## src/rtl/osbr_pkg.sv

```systemverilog
// shared types and constants for the optical start-bit character receiver
// no dependencies
`timescale 1ns / 1ps
`default_nettype none

package osbr_pkg;

    localparam int ByteW      = 8;
    localparam int PatchBytes = 12;
    localparam int DataBits   = 8;
    localparam int CharW      = 8;
    localparam int BitPosW    = 4;
    localparam int BitIdxW    = $clog2(CharW);
    localparam int SumW       = $clog2(PatchBytes * ((1 << ByteW) - 1) + 1);

    localparam logic [ByteW-1:0] ThresholdReset = ByteW'(200);

    typedef logic [PatchBytes-1:0][ByteW-1:0] t_patch;

    // one classified sample handed to the deframer
    typedef struct packed {
        logic valid;
        logic dark;
    } t_bit_item;

endpackage

`default_nettype wire

```

## src/rtl/osbr_sample.sv

```systemverilog
// input register, patch brightness sum and dark/bright decision
// depends on osbr_pkg
`timescale 1ns / 1ps
`default_nettype none

module osbr_sample
    import osbr_pkg::*;
(
    input  wire logic             i_clk,
    input  wire logic             i_rst_n,
    input  wire logic             i_cfg_valid,
    input  wire logic [ByteW-1:0] i_cfg_data,
    input  wire logic             i_in_valid,
    output logic                  o_in_stall,
    input  wire t_patch           i_patch,
    output t_bit_item             o_bit,
    input  wire logic             i_bit_take
);

    logic [ByteW-1:0] r_threshold;
    logic             r_valid;
    t_patch           r_patch;

    logic [ByteW:0]   pair_sum [PatchBytes/2];
    logic [ByteW+1:0] quad_sum [PatchBytes/4];
    logic [SumW-1:0]  sum;
    logic [SumW-1:0]  limit;
    logic             load;

    // stage is free when empty or its item moves on this cycle
    assign load       = !r_valid || i_bit_take;
    assign o_in_stall = !load;

    always_ff @(posedge i_clk) begin
        if (!i_rst_n) begin
            r_threshold <= ThresholdReset;
            r_valid     <= 1'b0;
        end else begin
            if (i_cfg_valid) begin
                r_threshold <= i_cfg_data;
            end
            if (load) begin
                r_valid <= i_in_valid;
            end
        end
    end

    always_ff @(posedge i_clk) begin
        if (load && i_in_valid) begin
            r_patch <= i_patch;
        end
    end

    // adder tree over the twelve bytes
    always_comb begin
        for (int i = 0; i < PatchBytes/2; i++) begin
            pair_sum[i] = {1'b0, r_patch[2*i]} + {1'b0, r_patch[2*i+1]};
        end
        for (int i = 0; i < PatchBytes/4; i++) begin
            quad_sum[i] = {1'b0, pair_sum[2*i]} + {1'b0, pair_sum[2*i+1]};
        end
        sum = SumW'(quad_sum[0]) + SumW'(quad_sum[1]) + SumW'(quad_sum[2]);
    end

    // mean < thr  <=>  sum < 12 * thr for a truncated mean
    assign limit = (SumW'(r_threshold) << 3) + (SumW'(r_threshold) << 2);

    assign o_bit.valid = r_valid;
    assign o_bit.dark  = sum < limit;

endmodule

`default_nettype wire

```

## src/rtl/osbr_deframer.sv

```systemverilog
// start-bit deframer with the result register
// depends on osbr_pkg
`timescale 1ns / 1ps
`default_nettype none

module osbr_deframer
    import osbr_pkg::*;
(
    input  wire logic             i_clk,
    input  wire logic             i_rst_n,
    input  wire t_bit_item        i_bit,
    output logic                  o_bit_take,
    output logic                  o_out_valid,
    input  wire logic             i_out_stall,
    output logic [CharW-1:0]      o_received_char
);

    logic               r_receiving;
    logic [BitPosW-1:0] r_bit_pos;
    logic [CharW-1:0]   r_accum;
    logic               r_out_valid;
    logic [CharW-1:0]   r_char;

    logic               n_receiving;
    logic [BitPosW-1:0] n_bit_pos;
    logic [CharW-1:0]   n_accum;
    logic [CharW-1:0]   accum_set;
    logic [BitPosW-1:0] pos_inc;
    logic               emit;
    logic               out_free;

    assign out_free = !r_out_valid || !i_out_stall;
    assign pos_inc  = r_bit_pos + BitPosW'(1);
    assign emit     = r_receiving && (pos_inc == BitPosW'(DataBits));

    // an item that makes no character may pass a stalled output
    assign o_bit_take = i_bit.valid && (!emit || out_free);

    always_comb begin
        accum_set = r_accum;
        if (!i_bit.dark) begin
            accum_set[r_bit_pos[BitIdxW-1:0]] = 1'b1;
        end
        n_receiving = r_receiving;
        n_bit_pos   = r_bit_pos;
        n_accum     = r_accum;
        if (!r_receiving) begin
            if (i_bit.dark) begin
                n_receiving = 1'b1;
                n_bit_pos   = '0;
                n_accum     = '0;
            end
        end else if (emit) begin
            n_receiving = 1'b0;
            n_bit_pos   = '0;
            n_accum     = '0;
        end else begin
            n_bit_pos = pos_inc;
            n_accum   = accum_set;
        end
    end

    always_ff @(posedge i_clk) begin
        if (!i_rst_n) begin
            r_receiving <= 1'b0;
            r_bit_pos   <= '0;
            r_accum     <= '0;
            r_out_valid <= 1'b0;
        end else begin
            if (o_bit_take) begin
                r_receiving <= n_receiving;
                r_bit_pos   <= n_bit_pos;
                r_accum     <= n_accum;
            end
            if (o_bit_take && emit) begin
                r_out_valid <= 1'b1;
            end else if (!i_out_stall) begin
                r_out_valid <= 1'b0;
            end
        end
    end

    always_ff @(posedge i_clk) begin
        if (o_bit_take && emit) begin
            r_char <= accum_set;
        end
    end

    assign o_out_valid     = r_out_valid;
    assign o_received_char = r_char;

endmodule

`default_nettype wire

```

## src/rtl/optical_start_bit_char_receiver_unit.sv

```systemverilog
// top level of the optical start-bit character receiver; uses osbr_pkg,
// osbr_sample and osbr_deframer
// a character passes the sample register and then the result register after the
// edge that accepts its last data sample; throughput: one sample per cycle when not stalled
// reset (synchronous, active low): idle, output empty, threshold 200
`timescale 1ns / 1ps
`default_nettype none

module optical_start_bit_char_receiver_unit
    import osbr_pkg::*;
(
    input  wire logic             i_clk,
    input  wire logic             i_rst_n,
    input  wire logic             i_cfg_valid,
    output logic                  o_cfg_ready,
    input  wire logic [ByteW-1:0] i_cfg_data,
    input  wire logic             i_in_valid,
    output logic                  o_in_stall,
    input  wire logic [ByteW-1:0] i_blue_top_left,
    input  wire logic [ByteW-1:0] i_green_top_left,
    input  wire logic [ByteW-1:0] i_red_top_left,
    input  wire logic [ByteW-1:0] i_blue_top_right,
    input  wire logic [ByteW-1:0] i_green_top_right,
    input  wire logic [ByteW-1:0] i_red_top_right,
    input  wire logic [ByteW-1:0] i_blue_bottom_left,
    input  wire logic [ByteW-1:0] i_green_bottom_left,
    input  wire logic [ByteW-1:0] i_red_bottom_left,
    input  wire logic [ByteW-1:0] i_blue_bottom_right,
    input  wire logic [ByteW-1:0] i_green_bottom_right,
    input  wire logic [ByteW-1:0] i_red_bottom_right,
    output logic                  o_out_valid,
    input  wire logic             i_out_stall,
    output logic [CharW-1:0]      o_received_char
);

    t_patch    patch;
    t_bit_item bit_item;
    logic      bit_take;

    assign o_cfg_ready = 1'b1;

    assign patch[0]  = i_blue_top_left;
    assign patch[1]  = i_green_top_left;
    assign patch[2]  = i_red_top_left;
    assign patch[3]  = i_blue_top_right;
    assign patch[4]  = i_green_top_right;
    assign patch[5]  = i_red_top_right;
    assign patch[6]  = i_blue_bottom_left;
    assign patch[7]  = i_green_bottom_left;
    assign patch[8]  = i_red_bottom_left;
    assign patch[9]  = i_blue_bottom_right;
    assign patch[10] = i_green_bottom_right;
    assign patch[11] = i_red_bottom_right;

    osbr_sample u_sample (
        .i_clk       (i_clk),
        .i_rst_n     (i_rst_n),
        .i_cfg_valid (i_cfg_valid),
        .i_cfg_data  (i_cfg_data),
        .i_in_valid  (i_in_valid),
        .o_in_stall  (o_in_stall),
        .i_patch     (patch),
        .o_bit       (bit_item),
        .i_bit_take  (bit_take)
    );

    osbr_deframer u_deframer (
        .i_clk           (i_clk),
        .i_rst_n         (i_rst_n),
        .i_bit           (bit_item),
        .o_bit_take      (bit_take),
        .o_out_valid     (o_out_valid),
        .i_out_stall     (i_out_stall),
        .o_received_char (o_received_char)
    );

endmodule

`default_nettype wire

```

## config.mk

```make
export PLATFORM = sky130hd
export DESIGN_NAME = optical_start_bit_char_receiver_unit
export DESIGN_NICKNAME = d
export VERILOG_FILES = /design/src/rtl/osbr_pkg.sv /design/src/rtl/osbr_sample.sv /design/src/rtl/osbr_deframer.sv /design/src/rtl/optical_start_bit_char_receiver_unit.sv
export SDC_FILE = /design/constraint.sdc
export NUM_CORES = 1
export LEC_CHECK = 0
export ABC_CLOCK_PERIOD_IN_PS = 8300
export BUFFER_PORTS_ARGS = -buffer_cell sky130_fd_sc_hd__clkbuf_2
export CORE_MARGIN = 1
export CORE_UTILIZATION = 57
export CTS_CLUSTER_SIZE = 24
export DETAILED_ROUTE_END_ITERATION = 6
export GPL_ROUTABILITY_DRIVEN = 0
export PLACE_DENSITY_LB_ADDON = 0.2
export SYNTH_ARGS = -nofsm -noshare
export SYNTH_HDL_FRONTEND = slang
export SYNTH_SLANG_ARGS = --single-unit
```

## constraint.sdc

```tcl
create_clock -name i_clk -period 8.3 [get_ports i_clk]
set_input_delay 1.66 -clock i_clk [delete_from_list [all_inputs] [get_ports i_clk]]
set_output_delay 1.66 -clock i_clk [all_outputs]
set_load 0.01 [all_outputs]
```

# --- After elaboration in Yosys (flattened, before gate mapping) ---
# Index checks and enable logic that the tools add are counted.
word_totals:
  register_bits: 127
classes:
  n_addsub: 13
  n_lt_le_gt_ge: 3
  n_eq_ne: 2
  mux: 14
  n_bitwise: 1
  n_reduce_logical: 15
op_table:
  columns: ["operator", "count"]
  rows:
  - ["8-bit by 8-bit adder with 9-bit output", 6]
  - ["8-bit 2-to-1 mux", 4]
  - ["9-bit by 9-bit adder with 10-bit output", 3]
  - ["11-bit by 10-bit adder with 12-bit output", 1]
  - ["12-bit by 10-bit adder with 12-bit output", 1]
  - ["12-bit less-than comparator", 1]
  - ["4-bit 2-to-1 mux", 3]
  - ["10-bit by 10-bit adder with 11-bit output", 1]
  - ["8-bit OR", 1]
  - ["1-bit 2-to-1 mux", 6]
  - ["1-bit logical AND", 5]
  - ["1-bit zero test", 5]
  - ["4-bit by 1-bit adder with 4-bit output, second input constant", 1]
  - ["4-bit == test, second input constant", 1]
  - ["3-bit by 4-bit less-than comparator with 1-bit output, second input constant", 1]
  - ["1-bit demux with 3-bit select", 1]
  - ["3-bit by 1-bit greater-or-equal comparator with 1-bit output, second input constant", 1]
  - ["1-bit logical OR", 3]
  - ["2-bit by 1-bit != test with 1-bit output, second input constant", 1]
  - ["2-bit AND reduction", 1]
  - ["2-bit nonzero test", 1]

# --- Longest topological paths before layout ---
# Gate-level depths: netlist (run 1).
logic_depth:
  word_depth: 8
  ltp_mapped: 30
  mapped_depth_nobuf: 30

# --- Hierarchy ---
# A second synthesis (run 1) with hierarchy kept.
hier_totals:
  hier_cells: 549
  hier_area_um2: 7245.7
modules_own_cells:
  columns: ["mod", "instances", "cells_per_inst", "area_per_inst_um2"]
  rows:
  - ["osbr_sample", 1, 440, 6150.9]
  - ["osbr_deframer", 1, 107, 1083.5]
  - ["optical_start_bit_char_receiver_unit", 1, 2, 11.3]

# --- Worst setup path before layout (run 1) ---
# Ideal clock, no wire load.
synth_path:
  path_type: "flip-flop to flip-flop"
  start: "register u_sample.r_patch[3] in the netlist's numbering"
  end: "register u_deframer.r_char[0], in the netlist u_deframer.o_received_char[0] (data pin)"
  setup_time_ns: 0.256
  t_arrival_ns: 7.271
  required_time_ns: 8.044
  path_slack_ns: 0.773
  stages_incl_launch_ff: 31
  path_buffers: 0
  path_cell_list: "edfxtp_1 > inv_1 > fa_1 > inv_1 > fa_1 > fa_1 > inv_1 > fa_1 > inv_1 > ha_1 > a21o_1 > a211o_1 > a21oi_1 > xnor2_1 > fa_1 > fa_1 > inv_1 > fa_1 > inv_1 > ha_1 > a21o_1 > a21oi_1 > nand3_1 > a21oi_1 > xnor2_1 > ha_1 > o21ai_0 > nor2_1 > a211oi_4 > nor2_2 > a31o_2"
synth_via:
  elab_chain_len: 6
synth_rtl:
  columns: ["element", "line", "text"]
  rows:
  - ["start: declaration", "osbr_sample.sv:22", "t_patch r_patch;"]
  - ["start signal: assignment", "osbr_sample.sv:50", "r_patch <= i_patch;"]
  - ["8-bit by 8-bit adder with 9-bit output", "osbr_sample.sv:57", "pair_sum[i] = {1'b0, r_patch[2*i]} + {1'b0, r_patch[2*i+1]};"]
  - ["9-bit by 9-bit adder with 10-bit output", "osbr_sample.sv:60", "quad_sum[i] = {1'b0, pair_sum[2*i]} + {1'b0, pair_sum[2*i+1]};"]
  - ["10-bit by 10-bit adder with 11-bit output", "osbr_sample.sv:62", "sum = SumW'(quad_sum[0]) + SumW'(quad_sum[1]) + SumW'(quad_sum[2]);"]
  - ["12-bit by 10-bit adder with 12-bit output", "osbr_sample.sv:62", null]
  - ["12-bit less-than comparator", "osbr_sample.sv:69", "assign o_bit.dark = sum < limit;"]
  - ["8-bit 2-to-1 mux", "osbr_deframer.sv:41", "if (!i_bit.dark) begin"]
  - ["via u_deframer.accum_set[0]", "osbr_deframer.sv:27", "logic [CharW-1:0] accum_set;"]
  - ["end signal: assignment", "osbr_deframer.sv:85", "r_char <= accum_set;"]
  - ["end: declaration", "osbr_deframer.sv:22", "logic [CharW-1:0] r_char;"]
# The timed path passes the listed nets, and every way through them passes these cells.
# A chain may end at the register's enable or synchronous reset.

# --- Worst setup path after layout (run 1) ---
layout_path:
  start: "register u_sample.r_patch[27] in the netlist's numbering"
  end: "register u_deframer.r_accum[0]"
layout_via:
  elab_chain_len: 8
  word_cells_on_any_way: 10
layout_rtl:
  columns: ["element", "line", "text"]
  rows:
  - ["8-bit by 8-bit adder with 9-bit output (*)", "osbr_sample.sv:57", null]
  - ["9-bit by 9-bit adder with 10-bit output (*)", "osbr_sample.sv:60", null]
  - ["10-bit by 10-bit adder with 11-bit output (*)", "osbr_sample.sv:62", null]
  - ["12-bit by 10-bit adder with 12-bit output (*)", "osbr_sample.sv:62", null]
  - ["12-bit less-than comparator (*)", "osbr_sample.sv:69", null]
  - ["8-bit 2-to-1 mux", "osbr_deframer.sv:41", null]
  - ["8-bit 2-to-1 mux", "osbr_deframer.sv:53", "end else if (emit) begin"]
  - ["8-bit 2-to-1 mux", "osbr_deframer.sv:47", "if (!r_receiving) begin"]
  - ["end signal: assignment", "osbr_deframer.sv:73", "r_accum <= n_accum;"]
  - ["end: declaration", "osbr_deframer.sv:20", "logic [CharW-1:0] r_accum;"]
# Every way passes the cells marked *; elsewhere a longest branch is shown, timed or not.

==> key figures, run 1 <==
Run status
  – Outcome: complete, no violations

Synth
  – Portion of netlist area occupied by mux cells: 0.963%
  – Mapped Nets: 784
  – Number of warnings reported in the yosys synthesis log: 0
  – Area fraction in compound gates after synthesis: 8.12%
  – Flip-flop cell with the highest count after synthesis: edfxtp_1
  – Post-synthesis area per instance: 13.0 µm²
  – Share of synthesized area occupied by flip-flops and latches: 49.3%
  – Commonest cells in the synthesized netlist: inv_1 (138), edfxtp_1 (104), fa_1 (71), ha_1 (43), nor2_1 (24)
  – Post-synthesis adder-cell area fraction: 26.9%
  – Number of flops mapped to enable cells by yosys: 104
  – Mapped cell area: 0.00727 mm²
  – Top cell type's share of synthesized area: 42.9%
  – Largest family of logic cells by synthesized area: adder cells
  – Leading cell type by number of instances after synthesis: inv_1
  – Gate count after technology mapping: 561
  – Number of distinct library cells after synthesis: 48
  – Cell taking the most area after synthesis: edfxtp_1
  – Simple-gate portion of the synthesized area: 4.61%
  – Async SR Flop Fraction: 0%
  – Top cells by area, synth: edfxtp_1 (43%), fa_1 (20%), ha_1 (7.4%), inv_1 (7.1%), dfxtp_1 (6.3%)
  – Xor and xnor area share after synthesis: 2.29%
  – Number of storage elements in the synthesis netlist: 127

Die
  – Die Y-Extent: 115 µm
  – Core Area: 0.0122 mm²
  – DIE AREA: 0.0132 mm²
  – Horizontal extent of the die: 115 µm
  – Placement Rows: 40
  – Initial Util: 59.6%
  – I/O pin count: 120

Placement
  – Port-buffer cells: 118
  – Inst Count DP: 841
  – HPWL reported at the end of detailed placement: 9170 µm

Critical path
  – Cell with the largest stage delay on the worst path: fa_1
  – Signal arrival time at the worst endpoint: 8.24 ns
  – Class of the most critical setup path: register to register
  – CP max FO: 8
  – Req. time, crit path: 8.60 ns
  – Maximum single-stage delay on the critical path: 0.55 ns
  – Type of element launching the critical path: register
  – Most common cell type on the critical path: fa_1
  – Critical path endpoint category: register

Detailed routing
  – Post-detailed-route via-to-cell ratio: 4.99
  – WL/cell: 14.1 µm
  – Via count: 4365
  – Drc violations: 0
  – First-pass iteration count of the detailed router: 6
  – Final Routed Wirelength: 12400 µm
  – Post-DRT Antenna Nets: 0
  – Detailed Route Iter0 Violations: 169

Timing
  – Fin. max-slew vios: 0
  – Clock period minus worst slack: 7.94 ns
  – Worst Hold Slack: 0.466 ns
  – Slew of the pin with the lowest slew margin: 0.892 ns
  – Clk_skew: 0.00663 ns
  – Setup-failing EPs final: 0
  – Slew headroom: 40.4%
  – Final sum of negative setup slack: 0 ns
  – Final period utilization: 95.6%
  – Maximum achievable frequency: 0.126 GHz
  – Final hold violation count: 0

Clock tree
  – Maximum clock path buffer count: 2
  – Clock buffer count from CTS: 17
  – Clk sink count: 127
  – TritonCTS clock tree: built
  – Clock latency of the later-clocked register in the worst-skew pair: 0.41 ns
  – Clock transition at the registers of the reported paths: 0.05 ns
  – H-tree depth: 4
  – Root buffer cell: clkbuf_16
  – Hold bufs inserted after CTS: 0

Layout
  – Number of filler instances in the final layout: 870
  – Share of layout cells above drive strength 1: 24.5%
  – Sequential cell area: 0.00358 mm²
  – Final std cells w/o fill: 875
  – Syn-to-layout area delta: 19.9%
  – Diode insertion count for antenna repair: 0
  – Area occupied by multi-input gates: 0.00317 mm²
  – Nets: 917

GRT
  – Vias in the first global route: 4830
  – Overflow after GRT: 0
  – Maximum number of pins on one net before global-route repair: 67
  – Global-route wire length before repair: 20800 µm
  – Initial antenna violation count: 0
  – Global routing usage summed across all routing layers: 21.2%

Worst hold path
  – Worst hold path class: register to register

Job
  – Max_cap viols: 0
-- final cells by class --
type                    count  share of cell area, %
multi-input cells         289                   36.4
clock inverters             7                  0.789
well taps                 168                   2.41
repair buffers            121                   7.07
flip-flops and latches    127                   41.1
clock buffers              25                   6.28
inverters                 138                   5.94
-- critical path, delay by kind of cell (launching register included) --
| kind | cells | cell delay [ns] |
|---|---|---|
| AND/OR/NAND/NOR | 2 | 0.19 |
| flip-flops | 1 | 0.34 |
| adder cells (fa/ha/maj) | 10 | 4.72 |
| XOR/XNOR | 2 | 0.32 |
| AO/OA/AOI/OAI | 8 | 1.58 |
| buffers and inverters | 8 | 0.68 |
-- cell usage in the layout, fill, tap and decap left out, drive strengths merged, types with 4 or more instances in the layout --
cell	netlist	final
nor3	5	5
o2bb2ai	8	8
edfxtp	104	104
nor2	26	26
o21a	5	5
xor2	7	7
a21oi	18	18
nor2b	5	5
nand2	15	15
nand3	6	6
dfxtp	23	23
fa	71	71
xnor2	12	12
a21o	5	5
o21bai	6	6
ha	43	43
inv	138	140
clkbuf	2	143
a31o	4	4
mux2i	7	7
o21ai	14	14
-- cell families after synthesis --
kind of cell / after synthesis
mux: 7
flops: 127
other cells: 1
xor+xnor: 19
fa+ha+maj: 114
buf+inv: 145
compound gates: 78
simple gates: 70
-- final timing paths --
kind	start	endpoint	slack [ns]	depth (start not counted)
setup / recovery	u_sample.r_patch[27]	u_deframer.r_accum[0]	0.36	30
hold / removal	u_deframer.r_accum[3]	u_deframer.r_accum[3]	0.47	1
setup reg to reg	u_sample.r_patch[27]	u_deframer.r_accum[0]	0.36	30
hold reg to reg	u_deframer.r_accum[3]	u_deframer.r_accum[3]	0.47	1
-- sequential cells by signal, summed over array words and instances, names as in the netlist --
name / flops
u_deframer.r_accum: 8
u_sample.r_valid: 1
u_sample.r_threshold: 8
u_sample.r_patch: 96
u_deframer.r_receiving: 1
u_deframer.o_received_char: 8
u_deframer.r_bit_pos: 4
u_deframer.o_out_valid: 1
-- metal layers --
metal	vias up	global-route usage, %	share of wire, %
li1	2110	-	-
met1	2105	23.1	41
met2	127	37.7	51
met3	23	6.22	5.7
met4	0	10.3	2.7
met5	-	0	0
-- what timing repair did --
action | in CTS | in global routing
endpoints found under the hold margin | 0 | 0
resized for setup | 0 | 8
setup endpoints to repair | 0 | 19
setup buffers | 0 | 2
-- metrics by stage --
step | setup WS [ns] | utilization [%] | cell area [µm²]
after floorplan | 0.773 | - | 7270
after global placement | 0.501 | 65.9 | 8040
after detailed placement | 0.256 | 65.9 | 8040
after CTS | 0.209 | 70.9 | 8660
after global routing | -0.0416 | 71.4 | 8720
final | 0.362 | 71.4 | 8720
Power of run 1 is not shown: default switching activity piles up to over one toggle a cycle in this logic, so the estimate is an artifact.
==> inputs of run 2 (changes only) <==
Settings changed: CELL_PAD_IN_SITES_DETAIL_PLACEMENT from default to 2, CELL_PAD_IN_SITES_GLOBAL_PLACEMENT from default to 2, CORE_MARGIN 1 to 2, CORE_UTILIZATION 57 to 39.
==> run 2 against run 1 <==
Via count is 4.6% higher. Cell count is 7.3% higher. Hold slack better by 0.0031 ns. First-iteration DRC count is 4.7% lower. Final area is 1.3% higher. Clock skew is 0.0049 ns higher. Critical path type unchanged. Largest cell class unchanged. Highest routed layer unchanged.
==> key figures, run 2 (synthesis gave the netlist of run 1 again) <==
Run status
  – Outcome: complete, no violations

Layout
  – Commonest non-fill, non-tap cells in the layout: inv_1 (138), clkbuf_2 (118), edfxtp_1 (104), fa_1 (70), ha_1 (38)
  – Syn-to-layout area delta: 21.4%
  – Nets: 920
  – Diode insertion count for antenna repair: 0
  – Final std cells w/o fill: 939
  – Most common cell after layout, fill and taps aside: inv_1
  – Share of layout cells above drive strength 1: 26.1%
  – Most flops, register: u_sample.r_patch
  – Post-route cell area: 0.00883 mm²
  – Number of flip-flops under the largest register name: 96

Detailed routing
  – Drc violations: 0
  – Via count: 4565
  – WL/cell: 18.6 µm
  – Detailed Route Iter0 Violations: 161
  – Final Routed Wirelength: 17400 µm
  – Post-detailed-route via-to-cell ratio: 4.86
  – Post-DRT Antenna Nets: 0
  – First-pass iteration count of the detailed router: 5

Placement
  – HPWL reported at the end of detailed placement: 13400 µm
  – Inst Count DP: 902
  – Port-buffer cells: 118
  – Dpl ws: 0.0811 ns
  – Area after DPL: 0.00812 mm²

Critical path
  – Maximum single-stage delay on the critical path: 0.56 ns
  – Category of cells accounting for the largest share of critical-path delay: adder cells
  – Critical path endpoint category: register
  – Most common cell type on the critical path: fa_1
  – Signal arrival time at the worst endpoint: 8.34 ns
  – Type of element launching the critical path: register
  – CP max FO: 8
  – Req. time, crit path: 8.65 ns
  – Cell with the largest stage delay on the worst path: fa_1
  – Number of buffers and inverters on the critical path: 7
  – Class of the most critical setup path: register to register

Die
  – Horizontal extent of the die: 141 µm
  – Die Y-Extent: 141 µm
  – DIE AREA: 0.0198 mm²
  – Initial Util: 40.1%
  – Core Area: 0.0181 mm²
  – I/O pin count: 120
  – Placement Rows: 49

Timing
  – Final sum of negative setup slack: 0 ns
  – Worst-case setup margin in the final layout: 0.307 ns
  – Clock period minus worst slack: 7.99 ns
  – Fin. max-slew vios: 0
  – Clk_skew: 0.0115 ns
  – Slew of the pin with the lowest slew margin: 0.956 ns
  – Final hold violation count: 0
  – Setup-failing EPs final: 0
  – Final period utilization: 96.3%
  – Maximum achievable frequency: 0.125 GHz
  – Slew headroom: 36.3%

GRT
  – Vias in the first global route: 5547
  – Global routing usage summed across all routing layers: 19.0%
  – Global-route wire length before repair: 28500 µm
  – Initial antenna violation count: 0
  – Overflow after GRT: 0
  – Maximum number of pins on one net before global-route repair: 71

Clock tree
  – Clock buffer count from CTS: 17
  – TritonCTS clock tree: built
  – Clock transition at the registers of the reported paths: 0.06 ns
  – Clk sink count: 127
  – Clock latency of the later-clocked register in the worst-skew pair: 0.42 ns
  – Root buffer cell: clkbuf_16
  – Maximum clock path buffer count: 2
  – H-tree depth: 4

Worst hold path
  – Worst hold path class: register to register

Job
  – Max_cap viols: 0
==> run 2: routing by layer <==
metal / part of all wire, % / vias up / track usage, % / wire (µm)
li1: - / 2109 / - / -
met1: 38 / 2331 / 20.4 / 6600
met2: 56 / 103 / 36.3 / 9750
met3: 4.5 / 22 / 4.62 / 776
met4: 1.7 / 0 / 6.05 / 295
met5: 0 / - / 0 / 0
==> run 2: worst paths after layout <==
| path | startpoint | end | slack (ns) | depth (start not counted) |
|---|---|---|---|---|
| min | u_deframer.r_accum[1] | u_deframer.r_accum[1] | 0.47 | 1 |
| max reg2reg | u_sample.r_patch[26] | u_deframer.r_accum[7] | 0.31 | 29 |
| max | u_sample.r_patch[26] | u_deframer.r_accum[7] | 0.31 | 29 |
| min reg2reg | u_deframer.r_accum[1] | u_deframer.r_accum[1] | 0.47 | 1 |
==> run 2: stage by stage <==
stage               hold slack (ns)  utilization [%]
floorplan                     0.427                -
finish                        0.469             48.7
global route                  0.489             48.7
CTS                           0.466             47.9
global placement              0.442             44.7
detailed placement            0.451             44.7
==> run 2: worst reg2reg max path: cells and delay by family, from the launching register on <==
family | cells | cell delay [ns]
simple gates | 4 | 0.49
flops | 1 | 0.39
compound gates | 7 | 1.37
buf+inv | 7 | 0.75
fa+ha+maj | 11 | 4.92
==> run 2: what timing repair did <==
action	4_1_cts	5_1_grt
endpoints found under the setup margin	8	21
pin swaps	0	19
gates resized for setup	0	21
cloned	0	0
hold buffers	0	0
setup buffers	0	5
==> run 2: layout make-up <==
type | instances | area, µm²
well taps | 229 | 287
multi-input cells | 289 | 3240
fillers | 1803 | 9320
inverters | 138 | 518
repair buffers | 124 | 639
clock inverters | 14 | 140
clock buffers | 18 | 429
flip-flops and latches | 127 | 3580
Power of run 2 is left out for the same reason.
==> inputs of run 3 (changes only) <==
Settings changed: ABC_AREA from default to 1, CORE_UTILIZATION 39 to 37.
==> run 3 against run 2 <==
Global-route usage is 1.0 points lower. Largest cell class unchanged. Register-to-register slack better by 0.24 ns. First-iteration DRC count is 16% higher. Sequential cell count stayed put. Final area is 0.38% higher. Via count is 6.8% higher.
==> key figures, run 3 <==
Critical path
  – Class of the most critical setup path: register to register
  – Cell with the largest stage delay on the worst path: fa_1
  – Flop-to-flop setup slack: 0.55 ns
  – Req. time, crit path: 8.61 ns
  – Category of cells accounting for the largest share of critical-path delay: adder cells
  – Type of element launching the critical path: register
  – Signal arrival time at the worst endpoint: 8.06 ns
  – Critical path endpoint category: register
  – Number of buffers and inverters on the critical path: 7
  – CP max FO: 12
  – Maximum single-stage delay on the critical path: 0.55 ns

Layout
  – Diode insertion count for antenna repair: 0
  – Final std cells w/o fill: 1075
  – Syn-to-layout area delta: 19.4%
  – Commonest non-fill, non-tap cells in the layout: inv_1 (182), clkbuf_2 (118), edfxtp_1 (104), nand2_1 (84), fa_1 (71)
  – Share of layout cells above drive strength 1: 20.2%
  – Utilization after layout: 45.3%
  – Number of flip-flops under the largest register name: 96
  – Most flops, register: u_sample.r_patch
  – Most common cell after layout, fill and taps aside: inv_1
  – Post-route cell area: 0.00887 mm²
  – Nets: 1020

Detailed routing
  – WL/cell: 16.3 µm
  – Post-DRT Antenna Nets: 0
  – Detailed Route Iter0 Violations: 187
  – Final Routed Wirelength: 17500 µm
  – Via count: 4874
  – Post-detailed-route via-to-cell ratio: 4.53
  – Drc violations: 0
  – First-pass iteration count of the detailed router: 5

Synth
  – Top cell type's share of synthesized area: 42.0%
  – Number of flops mapped to enable cells by yosys: 104
  – Flip-flop cell with the highest count after synthesis: edfxtp_1
  – Top cells by area, synth: edfxtp_1 (42%), fa_1 (19%), inv_1 (9.2%), ha_1 (7.2%), dfxtp_1 (6.2%)
  – Number of distinct library cells after synthesis: 30
  – Mapped Nets: 888
  – Mapped cell area: 0.00743 mm²
  – Async SR Flop Fraction: 0%
  – Cell taking the most area after synthesis: edfxtp_1
  – Leading cell type by number of instances after synthesis: inv_1
  – Number of storage elements in the synthesis netlist: 127
  – Share of synthesized area occupied by flip-flops and latches: 48.2%
  – Gate count after technology mapping: 665
  – Post-synthesis area per instance: 11.2 µm²
  – Commonest cells in the synthesized netlist: inv_1 (183), edfxtp_1 (104), nand2_1 (85), fa_1 (71), ha_1 (43)
  – Number of warnings reported in the yosys synthesis log: 0

GRT
  – Global-route wire length before repair: 29700 µm
  – Global routing usage summed across all routing layers: 17.9%
  – Overflow after GRT: 0
  – Maximum number of pins on one net before global-route repair: 97
  – Vias in the first global route: 5786
  – Initial antenna violation count: 0

Clock tree
  – Clock buffer count from CTS: 17
  – Hold bufs inserted after CTS: 0
  – Clock latency of the later-clocked register in the worst-skew pair: 0.43 ns
  – H-tree depth: 4
  – Root buffer cell: clkbuf_16
  – Clock transition at the registers of the reported paths: 0.06 ns
  – TritonCTS clock tree: built
  – Maximum clock path buffer count: 2
  – Clk sink count: 127

Die
  – Initial Util: 37.9%
  – Die Y-Extent: 146 µm
  – Core Area: 0.0196 mm²
  – DIE AREA: 0.0212 mm²
  – I/O pin count: 120
  – Placement Rows: 51
  – Horizontal extent of the die: 146 µm

Timing
  – Fin. max-slew vios: 0
  – Setup-failing EPs final: 0
  – Clk_skew: 0.0133 ns
  – Final sum of negative setup slack: 0 ns
  – Unrepaired setup endpoints after global routing: no
  – Final period utilization: 93.4%
  – Clock period minus worst slack: 7.75 ns
  – Slew headroom: 17.0%
  – Slew of the pin with the lowest slew margin: 1.24 ns
  – Maximum achievable frequency: 0.129 GHz
  – Final hold violation count: 0

Worst hold path
  – Worst hold path class: register to register

Placement
  – Inst Count DP: 1041
  – Area after DPL: 0.00831 mm²
  – HPWL reported at the end of detailed placement: 13300 µm
  – Port-buffer cells: 118

Job
  – Max_cap viols: 0

Run status
  – Outcome: complete, no violations
[run 3: cell type report]
cell class | instances | area [µm²]
fill | 2097 | 10700
sequential | 127 | 3580
multi-input combinational | 346 | 3130
inverter | 185 | 697
timing repair buffer | 120 | 606
clock buffer | 17 | 425
tap | 265 | 332
clock inverter | 15 | 93.8
[run 3: logic make-up after synthesis]
kind of cell    count (synthesis)  synth area share [%]
fa+ha+maj                     114                  26.4
compound gates                 57                  4.19
xor+xnor                       18                  2.12
flops                         127                  48.2
other cells                     1                0.0505
buf+inv                       192                  9.97
simple gates                  156                  9.03
[run 3: repair_timing]
| item | 4_1_cts | 5_1_grt |
|---|---|---|
| setup endpoints to repair | 0 | 21 |
| resized for setup | 0 | 7 |
| setup buffers | 0 | 2 |
[run 3: final timing paths]
kind | from | endpoint | depth (start not counted)
setup / recovery | u_sample.r_patch[4] | u_deframer.r_bit_pos[3] | 37
hold / removal | u_deframer.r_accum[4] | u_deframer.r_accum[4] | 2
setup reg to reg | u_sample.r_patch[4] | u_deframer.r_bit_pos[3] | 37
hold reg to reg | u_deframer.r_accum[4] | u_deframer.r_accum[4] | 2
[run 3: worst min-delay path, cell delays in order (launching register included)]
cell and delay [ns]:
dfxtp_1 0.31, nand2_1 0.06, a21oi_1 0.05
[run 3: routing by layer]
layer	wire length, µm	up-vias	track usage, %	part of all wire (%)
met4	299	0	5.64	1.7
met5	0	-	0	0
met3	585	20	4.70	3.3
li1	-	2345	-	-
met1	7220	2417	20.6	41
met2	9430	92	32.5	54
[run 3: through the flow]
step,worst slack (ns),hold WS (ns)
global placement,0.552,0.444
floorplan,1.07,0.434
finish,0.550,0.465
detailed placement,0.307,0.455
CTS,0.215,0.464
global route,0.0213,0.490
Power of run 3 is left out for the same reason.
